$ cat src/rtl/core/cbr_pkg.sv
package cbr_pkg;

  // default geometry handed to the top level parameters
  localparam int DEF_MAX_COLS     = 256;
  localparam int DEF_MAX_ROWS     = 256;
  localparam int DEF_CLEAR_RADIUS = 3;

  // item commands
  localparam logic [1:0] CMD_FRAME = 2'd0;
  localparam logic [1:0] CMD_BOX   = 2'd1;
  localparam logic [1:0] CMD_READ  = 2'd2;

  // configuration port
  localparam int CFG_IDX_W  = 3;
  localparam int CFG_DATA_W = 16;

  localparam logic [CFG_IDX_W-1:0] REG_CELL_SIZE     = 3'd0;
  localparam logic [CFG_IDX_W-1:0] REG_GRID_WIDTH    = 3'd1;
  localparam logic [CFG_IDX_W-1:0] REG_GRID_HEIGHT   = 3'd2;
  localparam logic [CFG_IDX_W-1:0] REG_INFLATION     = 3'd3;
  localparam logic [CFG_IDX_W-1:0] REG_UNKNOWN_COST  = 3'd4;
  localparam logic [CFG_IDX_W-1:0] REG_FREE_COST     = 3'd5;
  localparam logic [CFG_IDX_W-1:0] REG_OBSTACLE_COST = 3'd6;

  // register reset values
  localparam logic [15:0] RST_CELL_SIZE     = 16'd26;
  localparam logic [8:0]  RST_GRID_WIDTH    = 9'd200;
  localparam logic [8:0]  RST_GRID_HEIGHT   = 9'd200;
  localparam logic [15:0] RST_INFLATION     = 16'd0;
  localparam logic [7:0]  RST_UNKNOWN_COST  = 8'hFF;
  localparam logic [7:0]  RST_FREE_COST     = 8'h00;
  localparam logic [7:0]  RST_OBSTACLE_COST = 8'd100;

  // value the grid holds after reset
  localparam logic [7:0] CLEAR_COST = 8'hFF;

  // payload widths
  localparam int IN_DATA_W  = 80;
  localparam int OUT_DATA_W = 8;

  typedef enum logic [3:0] {
    ST_CLEAR,
    ST_IDLE,
    ST_DISPATCH,
    ST_FILL,
    ST_SQUARE,
    ST_PREP,
    ST_MUL,
    ST_DIV,
    ST_RECT_INIT,
    ST_RECT_RD,
    ST_RECT_WR,
    ST_READ,
    ST_DONE
  } cbr_state_t;

  typedef struct packed {
    logic load;
    logic fill_we;
    logic fill_clear;
    logic sq_step;
    logic prep;
    logic mul;
    logic div_step;
    logic rect_init;
    logic rect_rd;
    logic rect_wr;
    logic rd_issue;
    logic res_load;
  } cbr_ctl_t;

  typedef struct packed {
    logic [1:0] cmd;
    logic       fill_last;
    logic       sq_last;
    logic       div_all;
    logic       rect_last;
    logic       out_free;
  } cbr_sts_t;

endpackage

$ cat src/rtl/core/cbr_ctrl.sv
module cbr_ctrl (
  input  logic              clk,
  input  logic              rst_n,
  input  logic              in_tvalid,
  output logic              in_tready,
  input  cbr_pkg::cbr_sts_t sts,
  output cbr_pkg::cbr_ctl_t ctl
);
  import cbr_pkg::*;

  cbr_state_t state_r, state_nxt;

  always_ff @(posedge clk) begin
    if (!rst_n) begin
      state_r <= ST_CLEAR;
    end else begin
      state_r <= state_nxt;
    end
  end

  // next state
  always_comb begin
    state_nxt = state_r;
    unique case (state_r)
      ST_CLEAR:     if (sts.fill_last) state_nxt = ST_IDLE;
      ST_IDLE:      if (in_tvalid) state_nxt = ST_DISPATCH;
      ST_DISPATCH: begin
        unique case (sts.cmd)
          CMD_FRAME: state_nxt = ST_FILL;
          CMD_BOX:   state_nxt = ST_PREP;
          CMD_READ:  state_nxt = ST_READ;
          default:   state_nxt = ST_DONE;
        endcase
      end
      ST_FILL:      if (sts.fill_last) state_nxt = ST_SQUARE;
      ST_SQUARE:    if (sts.sq_last) state_nxt = ST_DONE;
      ST_PREP:      state_nxt = ST_MUL;
      ST_MUL:       state_nxt = ST_DIV;
      ST_DIV:       if (sts.div_all) state_nxt = ST_RECT_INIT;
      ST_RECT_INIT: state_nxt = ST_RECT_RD;
      ST_RECT_RD:   state_nxt = ST_RECT_WR;
      ST_RECT_WR:   state_nxt = sts.rect_last ? ST_DONE : ST_RECT_RD;
      ST_READ:      state_nxt = ST_DONE;
      ST_DONE:      if (sts.out_free) state_nxt = ST_IDLE;
      default:      state_nxt = ST_CLEAR;
    endcase
  end

  // outputs
  always_comb begin
    ctl       = '0;
    in_tready = 1'b0;
    unique case (state_r)
      ST_CLEAR: begin
        ctl.fill_we    = 1'b1;
        ctl.fill_clear = 1'b1;
      end
      ST_IDLE: begin
        in_tready = 1'b1;
        ctl.load  = in_tvalid;
      end
      ST_FILL:      ctl.fill_we   = 1'b1;
      ST_SQUARE:    ctl.sq_step   = 1'b1;
      ST_PREP:      ctl.prep      = 1'b1;
      ST_MUL:       ctl.mul       = 1'b1;
      ST_DIV:       ctl.div_step  = 1'b1;
      ST_RECT_INIT: ctl.rect_init = 1'b1;
      ST_RECT_RD:   ctl.rect_rd   = 1'b1;
      ST_RECT_WR:   ctl.rect_wr   = 1'b1;
      ST_READ:      ctl.rd_issue  = 1'b1;
      ST_DONE:      ctl.res_load  = sts.out_free;
      default:      ctl = '0;
    endcase
  end

endmodule

$ cat config.mk
export PLATFORM = sky130hd
export DESIGN_NAME = cbr_ctrl
export DESIGN_NICKNAME = d
export VERILOG_FILES = /design/src/rtl/core/cbr_pkg.sv /design/src/rtl/core/cbr_ctrl.sv
export SDC_FILE = /design/constraint.sdc
export NUM_CORES = 1
export LEC_CHECK = 0
export BUFFER_PORTS_ARGS = -buffer_cell sky130_fd_sc_hd__buf_2
export CAP_MARGIN = 15
export CORE_UTILIZATION = 25
export DETAILED_ROUTE_END_ITERATION = 8
export PLACE_DENSITY = 0.45
export SETUP_SLACK_MARGIN = 0.2
export SYNTH_ARGS = -nofsm -noshare
export SYNTH_HDL_FRONTEND = slang
export SYNTH_SLANG_ARGS = --single-unit
$ cat constraint.sdc
create_clock -name clk -period 1.27 [get_ports clk]
set_input_delay 0.127 -clock clk [delete_from_list [all_inputs] [get_ports clk]]
set_output_delay 0.127 -clock clk [all_outputs]
set_load 0.02 [all_outputs]
* Word level (Yosys, flattened, before mapping)
Index checks and enable logic that the tools add are counted.
** Operators by class
- Equal/unequal tests :: 20
- Muxes and demuxes :: 22
- Reductions and logical operators :: 4
** Operators with widths (number)
- $pmux 4 s13 :: 1
- $mux 4 :: 6
- $eq 4x4->1 const B :: 5
- $eq 4x3->1 const B :: 4
- $mux 1 :: 13
- $ne 2x2->1 const B :: 6
- $pmux 4 s3 :: 1
- $eq 4x2->1 const B :: 2
- $reduce_and 6->1 :: 1
- $eq 4x1->1 const B :: 1
- $logic_not 4->1 :: 1
- $mux 3 :: 1
- $eq 2x1->1 const B :: 1
- $eq 2x2->1 const B :: 1
- $logic_not 2->1 :: 1
- $reduce_or 2->1 :: 1
** Word-level totals
- Flip-flop bits (word level) :: 4
- Bits of input ports :: 10
- Output and inout bits :: 13
- Logic and storage cells :: 47

* Longest topological paths before layout
- Depth after elaboration :: 3
- Gate-level depth with buffers :: 6

* Least setup slack after synthesis
Ideal clock, no wire load.
- Kind :: flip-flop to output port
- Start point :: reg state_r[2]
- End point :: out ctl[11] (netlist bit)
- Arrival time :: 1.474 ns
- Required time :: 1.143 ns
- Setup slack :: -0.331 ns
- Stages on the path, launching flop included :: 5
- Buffers on the path :: 2
- Cell sequence :: dfxtp_1 -> buf_6 -> buf_2 -> nor3_1 -> and2_1
** RTL lines
- from (decl) :: RTL line cbr_ctrl.sv:11 : cbr_state_t state_r, state_nxt;
- from (signal assigned) :: RTL line cbr_ctrl.sv:17 : state_r <= state_nxt;
- to (decl) :: RTL line cbr_ctrl.sv:7 : output cbr_pkg::cbr_ctl_t ctl

==> impl_metrics.yaml <==
clock_tree:
  cts.sinks: 4
  cts.htree.levels: 1
  cts_tree: "yes"
  clk_pin_slew_worst_paths_ps: 40
  cts_buffers: 3
  clock_latency_ps: 240
  max-clock-path-buffers: 2
  ctsRootBufferMaster: "clkbuf_4"
synthesis:
  synthArstFlopShare: 0
  synthFlopType: "dfxtp_1"
  synth_area_per_cell_um2: 7.19
  synth_top_area_share: 0.155
  synth.top_cells.by_count: "nor3_1, nand2b_1, nand2_1"
  synth_area_um2: 518
  synth_seq_cells: 4
  synth_top_cell_by_area: "dfxtp_1"
  synthMostInstantiatedCell: "nor3_1"
  ys_types: 32
  synth_nets: 82
  ys_top_cells_by_area: "dfxtp_1, nand2b_1, nor3_1"
  yosysWarnings: 0
  syn_inst: 72
  yosysSeqAreaShare: 0.155
  synth_edf_count: 0
die:
  rows: 16
  core_um2: 1960
  die-width_um: 47.5
  die_h_um: 47.5
  initial_core_util: 0.264
  die_area_um2: 2260
  ios: 23
cells_and_area:
  layout-drive-gt1-share: 0.708
  regMostFlops: "state_r"
  nNetsFinal: 125
  post-route-util: 0.565
  synthToLayoutAreaGrowth_pct: 114
  top_regs: "state_r x4"
  diodes: 0
  largest_register_ffs: 4
  fillCellCount: 197
sta:
  final.setup.tns_ps: -320
  fin_worst_skew_ps: 3.86
  finalHoldViolCount: 0
  fin_ws_ps: -78.3
  slew_headroom: 0.799
  drv_slew: 0
  max_freq_mhz: 742
  rsz0062_at_grt: "yes"
  final.min_clock_period_ps: 1350
  setup_viol: 9
  fin_crit_sh: 1.06
  worstMarginPinSlew_ps: 298
  timing.hold.ws_ps: 164
status:
  status: "finished, violations left"
  violations: "negative setup slack"
min_path:
  hp-start: "rst_n"
  min_delay_path_depth: 3
  holdPathEnd: "state_r[0]$_SDFFE_PN0P_"
  hold_path_class: "input pin to register"
worst_setup_path:
  crit_arrival_ps: 1220
  path_max_fanout: 6
  crit_type: "register to output port"
  r2r_start: "state_r[3]$_SDFFE_PN0P_"
  required_ps: 1140
  r2r_slack_ps: 10
  critPathLaunchType: "register"
  worst_setup_path_end_kind: "output port"
  rr_endpoint: "state_r[2]$_SDFFE_PN0P_"
  worstRegToRegCells: 4
place:
  place.detailed.hpwl_um: 1190
  gp_congestion: 0.727
  place.port_buffers: 22
detailed_routing:
  drc: 0
  first_pass_iters: 4
  wirelength_um: 1720
  drtAntennaViolNets: 0
  wl_per_cell_um: 12.3
  drt_iter0_drc: 5
  vias: 667
  vias_per_cell: 4.76
pwr:
  cellLeakagePower_nw: 0.520
  powerDensity_nw_per_um2: 1460
  ir_drop_v: 0.000914
grt:
  grt_start_max_net_pins: 11
  antenna_found_initial: 0
  grt_pass1_wl_um: 2570
  grt_overflow: 0
  grt_pass1_vias: 582
  grt_usage: 0.166
flow_run:
  maxCapViolCount: 0
[worst max-delay path by stage]
stage / startpoint / end / slack [ps] / cells after the start
global route: state_r[0]$_SDFFE_PN0P_ / ctl[10] / -120 / 4
detailed placement: state_r[2]$_SDFFE_PN0P_ / state_r[2]$_SDFFE_PN0P_ / -90 / 4
CTS: state_r[0]$_SDFFE_PN0P_ / ctl[0] / -80 / 4
global placement: state_r[2]$_SDFFE_PN0P_ / state_r[2]$_SDFFE_PN0P_ / -70 / 4
floorplan: state_r[3]$_SDFFE_PN0P_ / ctl[11] / 60 / 4
finish: state_r[0]$_SDFFE_PN0P_ / ctl[0] / -80 / 4
[power breakdown]
group	internal [mW]	leakage [nW]	switching [mW]
Sequential	0.168	0.0356	0.0723
Clock	0.106	0.0138	0.0570
Combinational	0.663	0.470	0.548
Total	0.937	0.520	0.677
[through the flow]
step	cell area, um^2	setup WS (ps)	total power, mW	cells
2_1_floorplan	638	58.4	0.858	72
3_3_place_gp	820	-74.0	1.10	127
3_5_place_dp	820	-91.0	1.10	127
4_1_cts	1090	-83.9	1.61	140
5_1_grt	1110	-117	1.73	140
6_report	1110	-78.3	1.61	140
[layout by cell type (no fill, tap or decap), types with 2 or more instances in the layout]
master and n:
buf_6 17, nor3_2 2, mux2i_1 2, nor3_4 4
dfxtp_4 4, nand2_4 2, o21ai_1 2, a21oi_2 2
nand2b_4 4, a21oi_1 4, nand2b_1 2, buf_12 2
nor3_1 2, a21o_1 2, nor2_4 3, nand3_2 2
nand2_1 4, clkbuf_4 3, buf_2 11, buf_8 2
o21ai_0 2, inv_1 3, buf_4 13
[repair_timing]
| action | 4_1_cts | 5_1_grt |
|---|---|---|
| pin swaps | 9 | 0 |
| cloned | 0 | 0 |
| gates resized for setup | 48 | 5 |
| endpoints found under the hold margin | 0 | 0 |
| setup endpoints to repair | 17 | 17 |
| hold buffers | 0 | 0 |
| setup buffers | 10 | 0 |
[cell families (layout without fill, tap and decap cells)]
group / count (synthesis) / after routing / synth area share
AOI/OAI and AO/OA: 17 / 17 / 0.210
xor gates and xnor gates: 1 / 1 / 0.0169
buffers and inverters: 10 / 51 / 0.114
DFF: 4 / 4 / 0.155
muxes: 2 / 2 / 0.0386
and+or+nand+nor: 38 / 38 / 0.466
[worst max-delay path: stages, from the launching register on]
cell      delay (ps)
dfxtp_4          370
buf_6            130
nand2b_4         160
nor3_4           190
buf_6            140
[area by class of cell]
cell class | instances | area [um^2] | share of cell area
Timing Repair Buffer | 45 | 414 | 0.374
Sequential cell | 4 | 95.1 | 0.0858
Inverter | 3 | 11.3 | 0.0102
Clock buffer | 3 | 22.5 | 0.0203
Tap cell | 27 | 33.8 | 0.0305
Multi-Input combinational cell | 58 | 532 | 0.480
[metal layers]
metal	track usage	up-vias	share of wire	routed length (um)
li1	-	340	-	-
met1	0.220	314	0.47	807
met2	0.277	11	0.50	866
met3	0.0340	2	0.020	34
met4	0.0343	0	0.0052	9
met5	0	-	0	0
(Power assumes the default switching activity.)
